===== config.mk =====
export PLATFORM = sky130hd
export DESIGN_NAME = keyword_identifier_lexer
export DESIGN_NICKNAME = d
export VERILOG_FILES = /design/src/rtl/core/kil_pkg.sv /design/src/rtl/core/keyword_identifier_lexer.sv /design/src/rtl/core/kil_token_buf.sv
export SDC_FILE = /design/constraint.sdc
export NUM_CORES = 1
export LEC_CHECK = 0
export BUFFER_PORTS_ARGS = -buffer_cell sky130_fd_sc_hd__buf_2
export CAP_MARGIN = 20
export CORE_MARGIN = 8
export CORE_UTILIZATION = 45
export DETAILED_ROUTE_END_ITERATION = 6
export GPL_TIMING_DRIVEN = 0
export PLACE_DENSITY = 0.58
export SLEW_MARGIN = 20
export SYNTH_ARGS = -nofsm -noshare
export SYNTH_HDL_FRONTEND = slang
export SYNTH_SLANG_ARGS = --single-unit

===== constraint.sdc =====
create_clock -name aclk -period 4.86 [get_ports aclk]
set_input_delay 1.215 -clock aclk [delete_from_list [all_inputs] [get_ports aclk]]
set_output_delay 1.215 -clock aclk [all_outputs]
set_load 0.02 [all_outputs]

===== src/rtl/core/kil_pkg.sv =====
// Shared types, keyword table and character helpers for the keyword/identifier lexer.
package kil_pkg;

    localparam int MAX_LEN_DEF = 32;
    localparam int KW_COUNT    = 22;
    localparam int KW_MAX_LEN  = 8;
    localparam int KW_ID_W     = 5;
    localparam int KW_IDX_W    = 3;
    localparam int CHAR_W      = 8;
    localparam int USER_W      = 7;

    localparam logic [KW_ID_W-1:0] KW_NONE  = KW_ID_W'(22);
    localparam logic [KW_ID_W-1:0] KW_LAST  = KW_ID_W'(KW_COUNT);

    typedef enum logic [1:0] {
        ST_COLLECT,
        ST_KW_SCAN,
        ST_KW_CMP,
        ST_EMIT
    } kil_state_t;

    // Token buffer controls from the sequencer.
    typedef struct packed {
        logic push;
        logic clear;
        logic rd_en;
    } kil_buf_ctrl_t;

    function automatic logic is_word_char(input logic [CHAR_W-1:0] c);
        return (c >= "a" && c <= "z") || (c >= "A" && c <= "Z") ||
               (c == "_") || (c >= "0" && c <= "9");
    endfunction

    // Keyword length; 0 for any index outside the table.
    function automatic logic [3:0] kw_len(input logic [KW_ID_W-1:0] k);
        logic [3:0] l;
        unique case (k)
            5'd0:    l = 4'd2;  // if
            5'd1:    l = 4'd4;  // else
            5'd2:    l = 4'd5;  // while
            5'd3:    l = 4'd2;  // do
            5'd4:    l = 4'd5;  // break
            5'd5:    l = 4'd8;  // continue
            5'd6:    l = 4'd3;  // int
            5'd7:    l = 4'd6;  // double
            5'd8:    l = 4'd5;  // float
            5'd9:    l = 4'd6;  // return
            5'd10:   l = 4'd4;  // char
            5'd11:   l = 4'd4;  // case
            5'd12:   l = 4'd6;  // sizeof
            5'd13:   l = 4'd4;  // long
            5'd14:   l = 4'd5;  // short
            5'd15:   l = 4'd7;  // typedef
            5'd16:   l = 4'd6;  // switch
            5'd17:   l = 4'd8;  // unsigned
            5'd18:   l = 4'd4;  // void
            5'd19:   l = 4'd6;  // static
            5'd20:   l = 4'd6;  // struct
            5'd21:   l = 4'd4;  // goto
            default: l = 4'd0;
        endcase
        return l;
    endfunction

    // Keyword text, last character in the low byte.
    function automatic logic [63:0] kw_text(input logic [KW_ID_W-1:0] k);
        logic [63:0] t;
        unique case (k)
            5'd0:    t = 64'("if");
            5'd1:    t = 64'("else");
            5'd2:    t = 64'("while");
            5'd3:    t = 64'("do");
            5'd4:    t = 64'("break");
            5'd5:    t = 64'("continue");
            5'd6:    t = 64'("int");
            5'd7:    t = 64'("double");
            5'd8:    t = 64'("float");
            5'd9:    t = 64'("return");
            5'd10:   t = 64'("char");
            5'd11:   t = 64'("case");
            5'd12:   t = 64'("sizeof");
            5'd13:   t = 64'("long");
            5'd14:   t = 64'("short");
            5'd15:   t = 64'("typedef");
            5'd16:   t = 64'("switch");
            5'd17:   t = 64'("unsigned");
            5'd18:   t = 64'("void");
            5'd19:   t = 64'("static");
            5'd20:   t = 64'("struct");
            5'd21:   t = 64'("goto");
            default: t = 64'd0;
        endcase
        return t;
    endfunction

    // Character i of keyword k, counted from the first character.
    function automatic logic [CHAR_W-1:0] kw_char(input logic [KW_ID_W-1:0] k,
                                                  input logic [KW_IDX_W-1:0] i);
        logic [63:0]         t;
        logic [KW_IDX_W-1:0] pos;
        logic [63:0]         sh;
        t   = kw_text(k);
        pos = KW_IDX_W'(kw_len(k) - 4'd1 - {1'b0, i});
        sh  = t >> {pos, 3'b000};
        return sh[CHAR_W-1:0];
    endfunction

endpackage


===== src/rtl/core/keyword_identifier_lexer.sv =====
// Top level of the keyword/identifier lexer: stream ports and match/emit sequencer.
//
// Usage:
//   s_ channel carries one text byte per item in s_tdata. Letters, digits and
//   underscore build up a token; any other byte is a delimiter.
//   A delimiter after a non-empty token produces a run of items on the m_
//   channel, one token character each, first character first, with m_tlast
//   on the final one. m_tuser carries the class of the whole token.
//   Flow:
//     word character or delimiter after nothing: s_tready stays high.
//     delimiter ending a token of length L: keyword search over the table,
//       stepping past each keyword of another length and comparing the
//       characters of a keyword of the same length one by one (skipped
//       when the token is longer than 8 or truncated), then L output
//       items at one item per cycle while m_tready is high.
//   The search uses a single byte comparator walking keyword by keyword over
//   the one read port of the token store.
//   s_tready is low from the delimiter until the last character is taken.
//   A stall on m_tready holds the current item; nothing is lost.
//   Reset (aresetn low, synchronous) empties the token and returns to input.
//   A token with no delimiter after it stays buffered.
module keyword_identifier_lexer #(
    parameter int MAX_LEN = kil_pkg::MAX_LEN_DEF
) (
    input  logic                       aclk,
    input  logic                       aresetn,
    // input bytes
    input  logic                       s_tvalid,
    output logic                       s_tready,
    input  logic [7:0]                 s_tdata,   // [7:0] ch
    // token characters
    output logic                       m_tvalid,
    input  logic                       m_tready,
    output logic [7:0]                 m_tdata,   // [7:0] token_char
    output logic [kil_pkg::USER_W-1:0] m_tuser,   // [0] is_keyword, [5:1] keyword_id,
                                                  // [6] truncated
    output logic                       m_tlast
);
    import kil_pkg::*;

    localparam int LEN_W  = $clog2(MAX_LEN + 1);
    localparam int ADDR_W = $clog2(MAX_LEN);

    kil_state_t          state_reg, state_next;
    logic [KW_ID_W-1:0]  k_reg, k_next;     // keyword under test
    logic [KW_IDX_W-1:0] i_reg, i_next;     // character within keyword
    logic [ADDR_W-1:0]   j_reg, j_next;     // output character index
    logic [KW_ID_W-1:0]  id_reg, id_next;

    kil_buf_ctrl_t       buf_ctrl;
    logic [ADDR_W-1:0]   rd_addr;
    logic [CHAR_W-1:0]   rd_data;
    logic [LEN_W-1:0]    len;
    logic                ovf;

    logic                in_acc;
    logic                out_acc;
    logic                in_word;
    logic                kw_skip;       // token cannot be a keyword
    logic                len_eq;
    logic                chr_eq;
    logic                chr_done;
    logic                emit_last;

    kil_token_buf #(
        .MAX_LEN (MAX_LEN),
        .LEN_W   (LEN_W),
        .ADDR_W  (ADDR_W)
    ) u_buf (
        .aclk      (aclk),
        .aresetn   (aresetn),
        .ctrl      (buf_ctrl),
        .push_char (s_tdata),
        .rd_addr   (rd_addr),
        .rd_data   (rd_data),
        .len       (len),
        .ovf       (ovf)
    );

    assign in_acc    = s_tvalid && s_tready;
    assign out_acc   = m_tvalid && m_tready;
    assign in_word   = is_word_char(s_tdata);
    assign kw_skip   = ovf || (len > LEN_W'(KW_MAX_LEN)) || (k_reg == KW_LAST);
    assign len_eq    = (LEN_W'(kw_len(k_reg)) == len);
    assign chr_eq    = (rd_data == kw_char(k_reg, i_reg));
    assign chr_done  = (LEN_W'(i_reg) + LEN_W'(1) == len);
    assign emit_last = (LEN_W'(j_reg) + LEN_W'(1) == len);

    // next state
    always_comb begin
        state_next = state_reg;
        unique case (state_reg)
            ST_COLLECT: begin
                if (in_acc && !in_word && len != '0) begin
                    state_next = ST_KW_SCAN;
                end
            end
            ST_KW_SCAN: begin
                if (kw_skip) begin
                    state_next = ST_EMIT;
                end else if (len_eq) begin
                    state_next = ST_KW_CMP;
                end
            end
            ST_KW_CMP: begin
                if (chr_eq && chr_done) begin
                    state_next = ST_EMIT;
                end else begin
                    state_next = ST_KW_SCAN;
                end
            end
            ST_EMIT: begin
                if (out_acc && emit_last) begin
                    state_next = ST_COLLECT;
                end
            end
            default: state_next = ST_COLLECT;
        endcase
    end

    // datapath controls and counters
    always_comb begin
        buf_ctrl = '0;
        rd_addr  = '0;
        k_next   = k_reg;
        i_next   = i_reg;
        j_next   = j_reg;
        id_next  = id_reg;
        unique case (state_reg)
            ST_COLLECT: begin
                k_next = '0;
                i_next = '0;
                if (in_acc) begin
                    buf_ctrl.push  = in_word;
                    buf_ctrl.clear = !in_word && (len == '0);
                end
            end
            ST_KW_SCAN: begin
                if (kw_skip) begin
                    id_next         = KW_NONE;
                    j_next          = '0;
                    buf_ctrl.rd_en  = 1'b1;   // prefetch first character
                end else if (len_eq) begin
                    buf_ctrl.rd_en  = 1'b1;
                    rd_addr         = ADDR_W'(i_reg);
                end else begin
                    k_next = k_reg + KW_ID_W'(1);
                end
            end
            ST_KW_CMP: begin
                if (!chr_eq) begin
                    k_next = k_reg + KW_ID_W'(1);
                    i_next = '0;
                end else if (chr_done) begin
                    id_next        = k_reg;
                    j_next         = '0;
                    buf_ctrl.rd_en = 1'b1;
                end else begin
                    i_next = i_reg + KW_IDX_W'(1);
                end
            end
            ST_EMIT: begin
                if (out_acc) begin
                    if (emit_last) begin
                        buf_ctrl.clear = 1'b1;
                    end else begin
                        j_next         = j_reg + ADDR_W'(1);
                        buf_ctrl.rd_en = 1'b1;
                        rd_addr        = j_reg + ADDR_W'(1);
                    end
                end
            end
            default: ;
        endcase
    end

    always_ff @(posedge aclk) begin
        if (!aresetn) begin
            state_reg <= ST_COLLECT;
            k_reg     <= '0;
            i_reg     <= '0;
            j_reg     <= '0;
            id_reg    <= KW_NONE;
        end else begin
            state_reg <= state_next;
            k_reg     <= k_next;
            i_reg     <= i_next;
            j_reg     <= j_next;
            id_reg    <= id_next;
        end
    end

    // the registered store output is the output register during emission
    assign s_tready = (state_reg == ST_COLLECT);
    assign m_tvalid = (state_reg == ST_EMIT);
    assign m_tdata  = rd_data;
    assign m_tuser  = {ovf, id_reg, (id_reg != KW_NONE)};
    assign m_tlast  = emit_last;

    // checks
    a_emit_has_token: assert property (@(posedge aclk) disable iff (!aresetn)
        m_tvalid |-> (len != '0))
        else $error("emitting with empty token");

    a_one_side: assert property (@(posedge aclk) disable iff (!aresetn)
        !(s_tready && m_tvalid))
        else $error("input open while emitting");

    a_last_reopens: assert property (@(posedge aclk) disable iff (!aresetn)
        (m_tvalid && m_tready && m_tlast) |=> (s_tready && len == '0 && !ovf))
        else $error("token not cleared after last item");

    a_cmp_in_range: assert property (@(posedge aclk) disable iff (!aresetn)
        (state_reg == ST_KW_CMP) |-> (LEN_W'(i_reg) < len && k_reg < KW_LAST))
        else $error("compare index out of range");

    a_kw_not_trunc: assert property (@(posedge aclk) disable iff (!aresetn)
        (m_tvalid && m_tuser[0]) |-> !m_tuser[6])
        else $error("truncated token flagged as keyword");

endmodule


===== src/rtl/core/kil_token_buf.sv =====
// Token buffer: character store, fill length, overflow flag and registered read port.
module kil_token_buf #(
    parameter int MAX_LEN = kil_pkg::MAX_LEN_DEF,
    parameter int LEN_W   = $clog2(MAX_LEN + 1),
    parameter int ADDR_W  = $clog2(MAX_LEN)
) (
    input  logic                       aclk,
    input  logic                       aresetn,
    input  kil_pkg::kil_buf_ctrl_t     ctrl,
    input  logic [kil_pkg::CHAR_W-1:0] push_char,
    input  logic [ADDR_W-1:0]          rd_addr,
    output logic [kil_pkg::CHAR_W-1:0] rd_data,
    output logic [LEN_W-1:0]           len,
    output logic                       ovf
);
    import kil_pkg::*;

    logic [CHAR_W-1:0] mem [MAX_LEN];
    logic [CHAR_W-1:0] rd_data_reg;
    logic [LEN_W-1:0]  len_reg, len_next;
    logic              ovf_reg, ovf_next;
    logic              full;
    logic              wr_en;

    assign full  = (len_reg == LEN_W'(MAX_LEN));
    assign wr_en = ctrl.push && !full;

    always_comb begin
        len_next = len_reg;
        ovf_next = ovf_reg;
        if (ctrl.clear) begin
            len_next = '0;
            ovf_next = 1'b0;
        end else if (ctrl.push) begin
            if (full) begin
                ovf_next = 1'b1;
            end else begin
                len_next = len_reg + LEN_W'(1);
            end
        end
    end

    always_ff @(posedge aclk) begin
        if (!aresetn) begin
            len_reg <= '0;
            ovf_reg <= 1'b0;
        end else begin
            len_reg <= len_next;
            ovf_reg <= ovf_next;
        end
    end

    always_ff @(posedge aclk) begin
        if (wr_en) begin
            mem[len_reg[ADDR_W-1:0]] <= push_char;
        end
        if (ctrl.rd_en) begin
            rd_data_reg <= mem[rd_addr];
        end
    end

    assign rd_data = rd_data_reg;
    assign len     = len_reg;
    assign ovf     = ovf_reg;

endmodule

==> impl.org, run 1 <==
** Clock network
- For the worst-skew pair, the clock arrives at the later sink with an insertion delay of 0.53 ns.
- CTS tree :: built
- Number of H-tree branching levels :: 2
- Clock-pin slew was measured on the worst setup and hold paths at 0.06 ns.
- CTS Root Buffer Type :: sky130_fd_sc_hd__clkbuf_16
- TritonCTS created 36 clock buffers.
- The number of hold buffers added after CTS was 0.
- Maximum number of buffers from clock root to sink :: 3
- Number of sinks on the clock net :: 334

** STA
- The worst path uses approximately 97% of the clock period.
- Final Critical Period :: 4.73 ns
- Worst slew margin relative to its limit :: ~42%
- Fin. max-slew vios :: 0
- After layout, the worst setup slack is 0.134 ns.
- Fin. Hold Viols :: 0
- Between clock sinks in the finished design, the worst skew comes to between 0.015 and 0.02 ns.
- Final setup violation count :: 0
- For the final routed database, the setup TNS stands at 0 ns.
- Maximum clock frequency :: roughly 0.21 GHz
- Setup repair after global routing could not meet its margin everywhere.
- At the pin with the least slew margin, the transition time is 0.857 ns.

** Setup path
- The largest single stage delay on the critical path is 0.66 ns.
- STA classifies the critical path startpoint as a register.
- Sort of element at the end of the critical path :: register
- Of all nets on the critical path, the largest fanout is 7.
- Critical Path AT :: 5.11 ns
- In this run the critical register-to-register path is launched from i_reg[0].
- Cell chain of the critical path :: inv_1, ha_1, fa_2, mux4_2, mux2i_2, xnor2_1, or3b_1, or4_4, and2_1, buf_6, mux2_4, clkinvlp_4, ha_2, nor2_1, a222oi_1, nand4_1
- Worst setup path class :: register to register
- In this run the register-to-register setup slack is 0.13 ns.
- For this design, the slowest cell found on the critical path is sky130_fd_sc_hd__fa_2.
- At the worst endpoint, the required time is 5.24 ns.
- Cell count of the worst reg-to-reg path :: 16

** GRT
- GRT Total Usage :: 19.5%
- After global routing the overflow that remains totals 0.
- Peak-usage layer in the global routing report :: met2
- Global-route track usage on met2 :: 32.1%
- The initial antenna violation count is 0.
- Wire length of the first global-routing pass :: 57.9 mm
- Entering global routing, the biggest net connects 37 pins.
- The number of global-route vias before repair was 9,336.
- Global routing used 2.73% of the available met3 tracks.
- Met1 track demand over resource :: 27.1%

** Cells and area
- Antenna cells :: 0
- In the layout the commonest cells are sky130_fd_sc_hd__edfxtp_1, sky130_fd_sc_hd__nand2_1, sky130_fd_sc_hd__dfxtp_1.
- Number of inserted filler cells in the final layout :: 2,793
- Of the cells placed in the final design, the portion with a size suffix greater than 1 is 17.3%.
- For this run, the post-layout net count is 1,214.
- Once layout is done, the placed cells without fillers occupy between 15,000 and 20,000 µm².
- Final non-filler cell total :: 1,646
- Relative to the synthesized area, the layout overhead comes to 14.0%.
- Most common cell after layout, fill and taps aside :: sky130_fd_sc_hd__edfxtp_1

** Min path
- In this run the worst hold path is classified as register to register.
- Cell depth of the worst hold path :: 2
- The startpoint identified for the worst hold timing path is id_reg[0].
- Worst hold path endpoint :: id_reg[0]

** Route
- The detailed router placed about 9,500 vias in this run.
- WL final :: 37.6 mm
- In this run the remaining antenna-violating nets after routing total 0.
- The first detailed-routing pass took 5 iterations.
- The first routing iteration left roughly 1,100 violations.
- After detailed routing, the number of vias per cell comes to 5.77.
- Average detailed-routed wire length per instance :: 22.8 µm
- DRC violations left :: 0

** Logic synthesis
- Xor and xnor area share after synthesis :: 1.93%
- After synthesis the netlist holds a flip-flop and latch count of between 300 and 400.
- Most used DFF post-synth :: sky130_fd_sc_hd__edfxtp_1
- Summing the areas of all compound-gate instances in the mapped netlist gives under 10% of the synthesized area.
- Number of synthesized flops with an enable pin :: 264
- Post-synthesis cell area :: around 15,000 µm²
- After synthesis, the largest family of logic cells by area is simple AND/OR/NAND/NOR gates.
- Gate count after technology mapping :: 1,108
- Syn. warnings :: 0
- Post-synthesis sequential area ratio :: 63.5%
- A synthesized cell averages 13.3 µm².
- Synth async-reset ratio :: 0%
- After synthesis, the netlist uses 83 different library cells.
- When the netlist entered floorplanning its net count stood at 1,142.
- Simple-gate share of the synthesized area :: between 10% and 20%
- Of the post-synthesis cell area, the part taken by muxes is 9.03%.
- Post-synthesis share of cell area spent on full adders, half adders and majority gates :: 1.93%

** Floorplanning
- The core region is 32,400 µm².
- The initial utilization of the core area, before any placement, comes to 45.4%.
- Boundary pin count :: 30
- Number of standard-cell rows in the floorplan :: 66
- The die covers about 39,000 µm².
- The die is 197 µm tall.
- Die extent in x :: 197 µm

** Pwr
- Summed over all cells, the static leakage comes to between 5 and 6 nW.
- VDD sags by at most 0.278 mV.
- Net switching power of the design :: 0.00136 W
- Seq pwr share :: 51.0%
- Per report_power, the combinational group accounts for 6.7% of the total.
- Cell Pwr Density :: 366 nW/µm²
- Cell internal pwr :: between 0.004 and 0.005 W
- The clock network accounts for between 40 and 50% of the total power.
- Of the total power, the share spent switching nets is between 20% and 30%.

** Outcome
- The flow ran to the end, and the final reports show no timing, DRC or antenna violations.

** Placed design
- The congestion estimate from routability-driven global placement came to 0.939.
- Detailed placement ended at an HPWL of 25.6 mm.
- Pre-CTS WS :: -0.940 ns
- Number of placed instances, taps included :: 1,579
- IO Port Bufs :: 29
- In this run the cell area measured after placement is 15,400 µm².

** Flow run
- Across the run, the number of max-cap violations was 0.
-- through the flow --
step / hold WS (ns) / utilization [%] / total power [W]
2_1_floorplan: 0.464 / - / 0.00343
5_1_grt: 0.504 / 51.7 / 0.00632
3_5_place_dp: 0.461 / 47.5 / 0.00357
4_1_cts: 0.469 / 51.2 / 0.00615
6_report: 0.465 / 51.7 / 0.00612
3_3_place_gp: 0.456 / 47.5 / 0.00356
-- cells in the mapped netlist (6+ instances only) --
cell,n,area (µm²)
sky130_fd_sc_hd__xor2_1,13,114
sky130_fd_sc_hd__a21oi_1,28,140
sky130_fd_sc_hd__nand3_1,39,195
sky130_fd_sc_hd__a221oi_1,9,78.8
sky130_fd_sc_hd__nor2_1,80,300
sky130_fd_sc_hd__a32oi_1,19,166
sky130_fd_sc_hd__mux4_2,42,946
sky130_fd_sc_hd__o21ai_0,31,155
sky130_fd_sc_hd__ha_1,21,263
sky130_fd_sc_hd__a22oi_1,23,173
sky130_fd_sc_hd__o2111ai_1,17,149
sky130_fd_sc_hd__buf_2,8,40.0
sky130_fd_sc_hd__nand2_1,163,612
sky130_fd_sc_hd__dfxtp_1,70,1400
sky130_fd_sc_hd__mux2i_1,32,320
sky130_fd_sc_hd__o211ai_1,7,52.6
sky130_fd_sc_hd__xnor2_1,14,123
sky130_fd_sc_hd__nand2b_1,11,68.8
sky130_fd_sc_hd__clkbuf_1,38,143
sky130_fd_sc_hd__nand4_1,16,100
sky130_fd_sc_hd__inv_1,27,101
sky130_fd_sc_hd__nor3_1,14,70.1
sky130_fd_sc_hd__edfxtp_1,264,7930
sky130_fd_sc_hd__o21ai_1,7,35.0
sky130_fd_sc_hd__buf_1,6,22.5
sky130_fd_sc_hd__nor2b_1,7,43.8
-- how the worst max path moves through the flow --
stage,depth (start not counted),endpoint,start,slack (ns)
2_1_floorplan,18,register,i_reg[0],0.37
3_3_place_gp,17,register,i_reg[0],-0.98
3_5_place_dp,17,register,i_reg[0],-0.94
4_1_cts,8,u_buf.mem[27][6],s_tdata[2],-0.1
5_1_grt,16,register,i_reg[0],-0.01
6_report,16,register,i_reg[0],0.13
-- area by class of cell --
cell class	instances	area [µm²]	area share [%]
sequential	334	9330	55.7
multi-input combinational	683	5130	30.6
clock buffer	51	968	5.78
tap	442	553	3.30
buffer	59	309	1.85
timing repair buffer	35	194	1.16
clock inverter	11	134	0.799
inverter	31	126	0.755
-- critical path: cells and delay by family, from the launching register on --
kind,cells,cell delay [ns]
AND/OR/NAND/NOR,5,1.33
adder cells (fa/ha/maj),3,1.18
multiplexers,3,0.85
buffers and inverters,3,0.42
flip-flops,1,0.38
AO/OA/AOI/OAI,1,0.35
XOR/XNOR,1,0.08
-- kinds of logic (layout without fill, tap and decap cells) --
family	Yosys count	after routing
muxes	79	79
AOI/OAI and AO/OA	192	192
xor gates and xnor gates	29	29
buffers and inverters	91	187
and+or+nand+nor	361	361
DFF	334	334
adders and majority gates	22	22
-- layer usage --
| layer | vias up | wire length [µm] | part of all wire, % |
|---|---|---|---|
| met3 | 70 | 2060 | 5.5 |
| met2 | 338 | 18000 | 48 |
| li1 | 4371 | - | - |
| met4 | 0 | 785 | 2.1 |
| met5 | - | 0 | 0 |
| met1 | 4718 | 16800 | 45 |
-- timing repair --
action | 4_1_cts | 5_1_grt
cloned | 0 | 0
pin swaps | 0 | 6
setup endpoints to repair | 123 | 279
setup buffers | 1 | 5
resized for setup | 22 | 45
-- power by group through the flow --
stage	clock [W]	sequential [W]	combinational, W
finish	0.00259	0.00312	0.000413
global route	0.00274	0.00313	0.000448
CTS	0.00263	0.00312	0.000401
detailed placement	0	0.00318	0.000381
global placement	0	0.00318	0.000378
floorplan	0	0.00318	0.000248
(Power assumes the default switching activity.)
==> inputs of run 2 (changes only) <==
--- a/config.mk
+++ b/config.mk
@@ -6,7 +6,7 @@
 export NUM_CORES = 1
 export LEC_CHECK = 0
 export BUFFER_PORTS_ARGS = -buffer_cell sky130_fd_sc_hd__buf_2
-export CAP_MARGIN = 20
+export CAP_MARGIN = 10
 export CORE_MARGIN = 8
 export CORE_UTILIZATION = 45
 export DETAILED_ROUTE_END_ITERATION = 6
==> constraint.sdc (replaced) <==
create_clock -name aclk -period 4.86 [get_ports aclk]
set_input_delay 0.972 -clock aclk [delete_from_list [all_inputs] [get_ports aclk]]
set_output_delay 0.972 -clock aclk [all_outputs]
set_load 0.02 [all_outputs]
==> run 2 against run 1 <==
  * Worst hold slack about the same
  * Final area decreased by 0.17%
  * Register-to-register slack about the same
  * Non-clock buffer count unchanged
  * Sequential power about the same
  * Via count increased by 0.66%
  * Clock power about the same
  * Total power about the same
==> impl.org, run 2 (synthesized netlist as in run 1, its figures left out) <==
** STA
- Final Critical Period :: 4.73 ns (about the same)
- Fin worst setup slack :: 0.133 ns (was 0.134 ns)
- Setup clock skew after layout :: 0.0155 ns (was 0.0168 ns)
- Worst slew margin relative to its limit :: 42.4% (about the same)
- Final cycle utilization of the critical path :: 97.3% (was 97.2%)
- Final setup violation count :: 0 (unchanged)
- Transition time at the pin with the least slew margin :: 0.860 ns (was 0.857 ns)
- Maximum clock frequency :: 0.212 GHz (about the same)
- The final number of hold-violating endpoints was 0 (unchanged).
- RSZ-0062 raised after global routing: yes (unchanged).
- Fin. max-slew vios :: 0 (unchanged)

** GRT
- The global-route wire length before repair is 57.9 mm (unchanged).
- Maximum number of pins on one net before global-route repair :: 37 (unchanged)
- The total global routing overflow is 0 (unchanged).
- Initial antenna violation count :: 0 (unchanged)
- GRT Total Usage :: 19.5% (unchanged)
- Via count of the first global-routing pass :: 9,336 (unchanged)

** Pwr
- The worst ir drop on vdd came to 0.277 mV (was 0.278 mV).
- The cell area power density came to 366 nW/µm² (about the same).
- Static power due to leakage :: 5.59 nW (about the same)

** Cells and area
- Number of nets in the final layout :: 1,214 (unchanged)
- The area growth from synthesis to final layout is 13.8% (was 14.0%).
- The fraction of final layout cells with drive strength greater than 1 was 16.1% (was 17.3%).
- Final Instance Area :: 16,700 µm² (about the same)
- Highest-count cells in the layout ignoring fill and taps: sky130_fd_sc_hd__edfxtp_1, sky130_fd_sc_hd__nand2_1, sky130_fd_sc_hd__nor2_1 (was sky130_fd_sc_hd__edfxtp_1, sky130_fd_sc_hd__nand2_1, sky130_fd_sc_hd__dfxtp_1).
- Number of inserted filler cells in the final layout :: 2,793 (unchanged)
- Combined flip-flop and latch cell area :: 9330 µm² (unchanged)
- Area of the multi-input gates :: 5100 µm² (was 5130 µm²)
- The count of antenna diodes in the layout is 0 (unchanged).
- The most common library cell in the layout ignoring fill and taps was sky130_fd_sc_hd__edfxtp_1 (unchanged).

** Setup path
- Required time reported for the critical path endpoint :: 5.00 ns (was 5.24 ns)
- Reg-to-reg setup timing slack :: 0.13 ns (about the same)
- The maximum fanout along the worst path was 36 (was 7).
- Kind of start point of the critical path :: input pin (was register)
- Worst setup path class :: input pin to register (was register to register)
- Sort of element at the end of the critical path :: register (unchanged)
- Critical Path AT :: 4.86 ns (was 5.11 ns)

** Clock network
- Number of sinks on the clock net :: 334 (unchanged)
- The number of clock buffers inserted by TritonCTS is 36 (unchanged).
- Maximum number of buffers from clock root to sink :: 3 (unchanged)
- Total of hold buffers inserted after clock tree synthesis :: 0 (unchanged)
- The CTS tree is built (unchanged).
- Clk_lat worst skew :: 0.53 ns (about the same)
- Clock transition at the registers of the reported paths :: 0.06 ns (about the same)
- Number of H-tree branching levels :: 2 (unchanged)
- The master cell of the clock root buffer is sky130_fd_sc_hd__clkbuf_16 (unchanged).

** Placed design
- IO Port Bufs :: 29 (unchanged)
- The minimum setup slack after placement came to -0.940 ns (unchanged).
- The final weighted congestion in routability-driven placement was 0.939 (unchanged).
- Cell Area, Placed :: 15,400 µm² (unchanged)
- The post-DP HPWL is 25.6 mm (unchanged).

** Route
- Number of detailed-route iterations in the first pass :: 5 (unchanged)
- The remaining antenna violation count after routing came to 0 (unchanged).
- The remaining design rule violation count was 0 (unchanged).
- Vias per cell :: 5.81 (was 5.77)
- The detail-routed net length per standard cell is 22.9 µm (was 22.8 µm).
- Via count :: 9,560 (was 9,497)
- WL final :: 37.6 mm (about the same)
- The violation count after the first detailed-routing iteration was 1,025 (was 1,057).

** Floorplanning
- Boundary pin count :: 30 (unchanged)
- Area of the core region :: 32,400 µm² (unchanged)
- The die extent in x is 197 µm (unchanged).
- Die ar. :: 38,700 µm² (unchanged)
- The effective utilization at floorplan was 45.4% (unchanged).
- The row count came to 66 (unchanged).
- The floorplan die height was 197 µm (unchanged).

** Min path
- Classification of the worst-slack hold path :: register to register (unchanged)

** Outcome
- Outcome :: complete, no violations (unchanged)

** Flow run
- Count of max-cap constraint violations :: 0 (unchanged)
==> run 2: cell count changes in the layout (fill, tap and decap cells not counted) <==
cell / previous run / this run
sky130_fd_sc_hd__a221oi_2: 2 / 1
sky130_fd_sc_hd__nor2_2: 16 / 3
sky130_fd_sc_hd__ha_2: 2 / 1
sky130_fd_sc_hd__ha_4: 4 / 5
sky130_fd_sc_hd__nor2_1: 65 / 78
sky130_fd_sc_hd__a221oi_1: 7 / 8
==> run 2: per-stage QoR <==
stage / hold WS (ns) / instances / total power (W) / utilization, % / TNS [ns]
final: 0.465 / 1646 / 0.00612 / 51.7 / 0
after global routing: 0.504 / 1646 / 0.00632 / 51.7 / -3.52
after CTS: 0.469 / 1641 / 0.00615 / 51.2 / 0
after detailed placement: 0.461 / 1579 / 0.00357 / 47.5 / -92.22
after global placement: 0.456 / 1579 / 0.00356 / 47.5 / -86.41
after floorplan: 0.464 / 1108 / 0.00343 / - / 0
==> run 2: path summary, 6_finish.rpt <==
check                                start          endpoint  cells after the start
worst max register to register    i_reg[0]          register                     14
worst min-delay path             id_reg[0]         id_reg[0]                      2
worst min register to register   id_reg[0]         id_reg[0]                      2
worst max-delay path            s_tdata[2]  u_buf.mem[27][6]                      8
==> run 2: layout make-up <==
cell class / instances / area share [%]
flip-flops and latches: 334 / 55.8
plain buffers: 59 / 1.85
clock inverters: 11 / 0.801
repair buffers: 35 / 1.16
well taps: 442 / 3.31
multi-input cells: 683 / 30.5
clock buffers: 51 / 5.79
inverters: 31 / 0.756
==> run 2: metal layers <==
layer | GRT usage, % | share of wire (%) | vias to the layer above
li1 | - | - | 4364
met5 | 0 | 0 | -
met3 | 2.73 | 6.5 | 73
met4 | 4.51 | 2.3 | 0
met1 | 27.1 | 44 | 4732
met2 | 32.1 | 48 | 391
==> run 2: timing repair <==
| item | 4_1_cts | 5_1_grt |
|---|---|---|
| cloned | 0 | 0 |
| pin swaps | 0 | 6 |
| setup buffers | 1 | 5 |
| setup endpoints to repair | 56 | 101 |
| resized for setup | 20 | 34 |
==> run 2: power by group <==
| group | internal [W] | switching (W) | total, W | leakage, nW |
|---|---|---|---|---|
| clock | 0.00151 | 0.00108 | 0.00259 | 0.534 |
| sequential | 0.00311 | 0.0000159 | 0.00312 | 2.94 |
| combinational | 0.000149 | 0.000263 | 0.000412 | 2.12 |
| total | 0.00476 | 0.00136 | 0.00612 | 5.59 |
==> run 2: critical path: stages <==
cell and delay, ns:
sky130_fd_sc_hd__buf_2 0.55, sky130_fd_sc_hd__and4b_1 0.29, sky130_fd_sc_hd__o21ai_0 0.09, sky130_fd_sc_hd__a221oi_1 0.72, sky130_fd_sc_hd__nand3_1 0.21, sky130_fd_sc_hd__a31oi_1 0.54, sky130_fd_sc_hd__nand2_1 0.61, sky130_fd_sc_hd__nor2_1 0.85
==> inputs of run 3 (changes only) <==
--- a/config.mk
+++ b/config.mk
@@ -11,8 +11,9 @@
 export CORE_UTILIZATION = 45
 export DETAILED_ROUTE_END_ITERATION = 6
 export GPL_TIMING_DRIVEN = 0
-export PLACE_DENSITY = 0.58
+export PLACE_DENSITY = 0.64
 export SLEW_MARGIN = 20
 export SYNTH_ARGS = -nofsm -noshare
 export SYNTH_HDL_FRONTEND = slang
+export SYNTH_HIERARCHICAL = 1
 export SYNTH_SLANG_ARGS = --single-unit
==> run 3 against run 2 <==
  * Global-route usage shrank 0.79 points
  * Flip-flop and latch count is the same
  * Setup slack lost 0.048 ns
  * Sequential power grew 1%
  * Die area grew 1.2%
  * Non-clock buffer count grew 11
  * Fmax shrank 1.0%
  * First-iteration DRC count shrank 29%
  * Clock skew grew 0.0043 ns
==> impl.org, run 3 <==
** GRT
- The most used routing layer was met2 (unchanged).
- Wire length of the first global-routing pass :: 55.2 mm (was 57.9 mm)
- The met1 demand-to-capacity share in global routing is 25.3% (was 27.1%).
- Remaining global-route overflow :: 0 (unchanged)
- The initial antenna violation count was 0 (unchanged).
- Via count of the first global-routing pass :: 8,812 (was 9,336)
- The largest net degree at the start of global routing was 36 (was 37).
- Global-route track usage on met2 :: 30.7% (was 32.1%)
- The all-layer global routing usage was 18.7% (was 19.5%).
- The met3 routing resource usage after global routing is 2.60% (was 2.73%).

** Outcome
- Outcome :: complete, no violations (unchanged)

** Min path
- The path class of the lowest-slack min-delay path is register to register (unchanged).
- Cell depth of the worst hold path :: 2 (unchanged)

** Pwr
- The cell area power density is 387 nW/µm² (was 366 nW/µm²).
- Largest vdd supply drop :: 0.329 mV (was 0.277 mV)
- The total chip power came to 0.00665 W (was 0.00612 W).
- The total leakage power came to 5.66 nW (was 5.59 nW).

** Logic synthesis
- The mean area per synthesized cell came to 15.4 µm² (was 13.3 µm²).
- The number of warnings issued by yosys was 6 (was 0).
- The top cell type's share of synthesized area came to 53.3% (was 54.0%).
- The fraction of synthesis flops using an asynchronous set or reset pin was 0% (unchanged).
- Most used DFF post-synth :: sky130_fd_sc_hd__edfxtp_1 (unchanged)
- Total of flip-flops plus latches after synthesis :: 334 (unchanged)
- The count of cell types in the netlist came to 86 (was 83).
- The most instantiated library cell after synthesis is sky130_fd_sc_hd__edfxtp_1 (unchanged).
- Number of synthesized flops with an enable pin :: 264 (unchanged)
- Post-synthesis cell area :: 14,900 µm² (was 14,700 µm²)
- Gate count after technology mapping :: 965 (was 1,108)
- Cell accounting for the most synthesized area :: sky130_fd_sc_hd__edfxtp_1 (unchanged)
- Post-synthesis sequential area ratio :: 62.7% (was 63.5%)
- The number of nets produced by synthesis was 999 (was 1,142).
- Commonest cells in the netlist: sky130_fd_sc_hd__edfxtp_1, sky130_fd_sc_hd__mux4_2, sky130_fd_sc_hd__dfxtp_1 (was sky130_fd_sc_hd__edfxtp_1, sky130_fd_sc_hd__nand2_1, sky130_fd_sc_hd__nor2_1).
- Cells taking the most area after synthesis :: sky130_fd_sc_hd__edfxtp_1, sky130_fd_sc_hd__mux4_2, sky130_fd_sc_hd__dfxtp_1, sky130_fd_sc_hd__ha_1, sky130_fd_sc_hd__nor2_1 (was sky130_fd_sc_hd__edfxtp_1, sky130_fd_sc_hd__dfxtp_1, sky130_fd_sc_hd__mux4_2, sky130_fd_sc_hd__nand2_1, sky130_fd_sc_hd__mux2i_1)

** Cells and area
- The most common library cell in the layout ignoring fill and taps is sky130_fd_sc_hd__edfxtp_1 (unchanged).
- Fraction of final layout cells with drive strength greater than 1 :: 27.1% (was 16.1%)
- The count of antenna diodes in the layout is 0 (unchanged).
- Number of nets in the final layout :: 1,087 (was 1,214)
- The count of non-filler cells in the finished layout came to 1,521 (was 1,646).
- Utilization of the core after routing :: 52.8% (was 51.7%)
- Final Instance Area :: 17,200 µm² (was 16,700 µm²)
- The area growth from synthesis to final layout came to 15.5% (was 13.8%).
- Highest-count cells in the layout ignoring fill and taps :: sky130_fd_sc_hd__edfxtp_1, sky130_fd_sc_hd__mux4_2, sky130_fd_sc_hd__dfxtp_1 (was sky130_fd_sc_hd__edfxtp_1, sky130_fd_sc_hd__nand2_1, sky130_fd_sc_hd__nor2_1)

** Setup path
- Required time reported for the critical path endpoint :: 5.29 ns (was 5.00 ns)
- Critical path fanouts, max :: 6 (was 36)
- Worst path most repeated cell :: sky130_fd_sc_hd__clkinvlp_4
- The element type at the critical path start was a register (was input pin).
- Cell count of the worst reg-to-reg path :: 17 (was 14)
- The type of the worst setup path was register to register (was input pin to register).
- The delay of the slowest cell on the worst path is 0.61 ns (was 0.85 ns).
- The critical path endpoint category is a register (unchanged).
- Cell chain of the critical path :: inv_1, ha_2, fa_2, buf_8, mux4_2, mux2i_2, xnor2_1, or4_4, o31a_1, buf_6, mux2_4, clkinvlp_4, buf_12, ha_4, clkinvlp_4, or3_4, a31oi_4 (was buf_2, and4b_1, o21ai_0, a221oi_1, nand3_1, a31oi_1, nand2_1, nor2_1)
- The slowest library cell on the worst path is sky130_fd_sc_hd__fa_2 (was sky130_fd_sc_hd__nor2_1).
- Critical Path AT :: 5.21 ns (was 4.86 ns)

** STA
- Setup clock skew after layout :: 0.0198 ns (was 0.0155 ns)
- Final Critical Period :: 4.78 ns (was 4.73 ns)
- Worst slew margin relative to its limit :: 37.1% (was 42.4%)
- The number of pins with negative max-slew slack in the final report is 0 (unchanged).
- The total negative slack came to 0 ns (unchanged).
- The final number of hold-violating endpoints was 0 (unchanged).
- Final cycle utilization of the critical path :: 98.3% (was 97.3%)
- The highest achievable clock rate is 0.209 GHz (was 0.212 GHz).
- The final setup violation count came to 0 (unchanged).
- Transition time at the pin with the least slew margin :: 0.940 ns (was 0.860 ns)

** Floorplanning
- The floorplan die height was 198 µm (was 197 µm).
- Area of the core region :: 32,500 µm² (was 32,400 µm²)
- Boundary pin count :: 30 (unchanged)
- Die extent in x :: 198 µm (was 197 µm)
- Starting utilization of the core area :: 45.7% (was 45.4%)
- Die ar. :: 39,100 µm² (was 38,700 µm²)
- Number of standard-cell rows in the floorplan :: 66 (unchanged)

** Route
- Number of detailed-route iterations in the first pass :: 5 (unchanged)
- The via count normalized by instance count is 5.85 (was 5.81).
- Via count :: 8,903 (was 9,560)
- The remaining antenna violation count after routing is 0 (unchanged).
- The total detailed-routing wirelength is 36.3 mm (was 37.6 mm).
- The remaining design rule violation count is 0 (unchanged).
- 1st-iter DRT viols :: 723 (was 1,025)
- Average detailed-routed wire length per instance :: 23.9 µm (was 22.9 µm)

** Placed design
- The post-DP HPWL was 25.1 mm (was 25.6 mm).
- The cell area after placement was 15,600 µm² (was 15,400 µm²).
- The instance count after placement with tap cells included is 1,436 (was 1,579).
- The number of port buffers came to 29 (unchanged).
- The final weighted congestion in routability-driven placement was 0.924 (was 0.939).

** Flow run
- Count of max-cap constraint violations :: 0 (unchanged)

** Clock network
- The post-CTS clock slew at the launch and capture registers of the worst setup and hold paths was 0.06 ns (about the same).
- The maximum root-to-sink buffer count is 3 (unchanged).
- The CTS tree is built (unchanged).
- The master cell of the clock root buffer is sky130_fd_sc_hd__clkbuf_16 (unchanged).
- The number of sinks handled by clock tree synthesis came to 334 (unchanged).
- Number of H-tree branching levels :: 2 (unchanged)
- Total of hold buffers inserted after clock tree synthesis :: 0 (unchanged)
- Clk_lat worst skew :: 0.53 ns (about the same)
- CTS buffer count :: 36 (unchanged)
-- run 3: worst paths after layout --
kind                     to       from  slack [ns]
hold reg to reg   id_reg[0]  id_reg[0]        0.48
setup reg to reg   register   i_reg[0]        0.08
setup / recovery   register   i_reg[0]        0.08
hold / removal    id_reg[0]  id_reg[0]        0.48
-- run 3: through the flow --
step	setup slack [ns]	hold WS [ns]
after global routing	-0.0206	0.500
after floorplan	0.000957	0.486
after detailed placement	-1.41	0.471
after global placement	-1.47	0.469
final	0.0849	0.475
after CTS	0.00221	0.479
-- run 3: cell type report --
cell class	instances	area (µm²)
fillers	2713	15300
plain buffers	52	322
inverters	30	120
clock inverters	17	194
multi-input cells	546	5320
well taps	442	553
repair buffers	53	350
clock buffers	47	997
flip-flops and latches	334	9330
-- run 3: cell families after synthesis --
group / after synthesis / share of synthesized area (%)
AO/OA/AOI/OAI: 149 / 7.25
XOR/XNOR: 24 / 1.51
multiplexers: 120 / 15.8
adder cells (fa/ha/maj): 22 / 1.90
flip-flops: 334 / 62.7
AND/OR/NAND/NOR: 231 / 8.01
buffers and inverters: 85 / 2.83
-- run 3: critical path, delay by kind of cell (launching register included) --
family | cells | cell delay [ns]
DFF | 1 | 0.34
muxes | 3 | 0.90
buffers and inverters | 6 | 0.80
and+or+nand+nor | 2 | 0.97
adders and majority gates | 3 | 0.94
AOI/OAI and AO/OA | 2 | 0.62
xor gates and xnor gates | 1 | 0.10
-- run 3: layer usage --
metal	up-vias	wire length, µm	part of all wire (%)
met1	4519	15500	43
li1	4009	-	-
met3	73	2120	5.8
met5	-	0	0
met2	302	17500	48
met4	0	1210	3.3
-- run 3: report_power, final --
| group | switching, W | internal (W) | total [W] |
|---|---|---|---|
| sequential | 0.0000275 | 0.00313 | 0.00316 |
| combinational | 0.000481 | 0.000290 | 0.000771 |
| clock | 0.00110 | 0.00162 | 0.00272 |
-- run 3: repair_timing --
item / 4_1_cts / 5_1_grt
pin swaps: 6 / 6
buffers inserted: 15 / 9
gates resized for setup: 36 / 21
endpoints found under the setup margin: 71 / 30
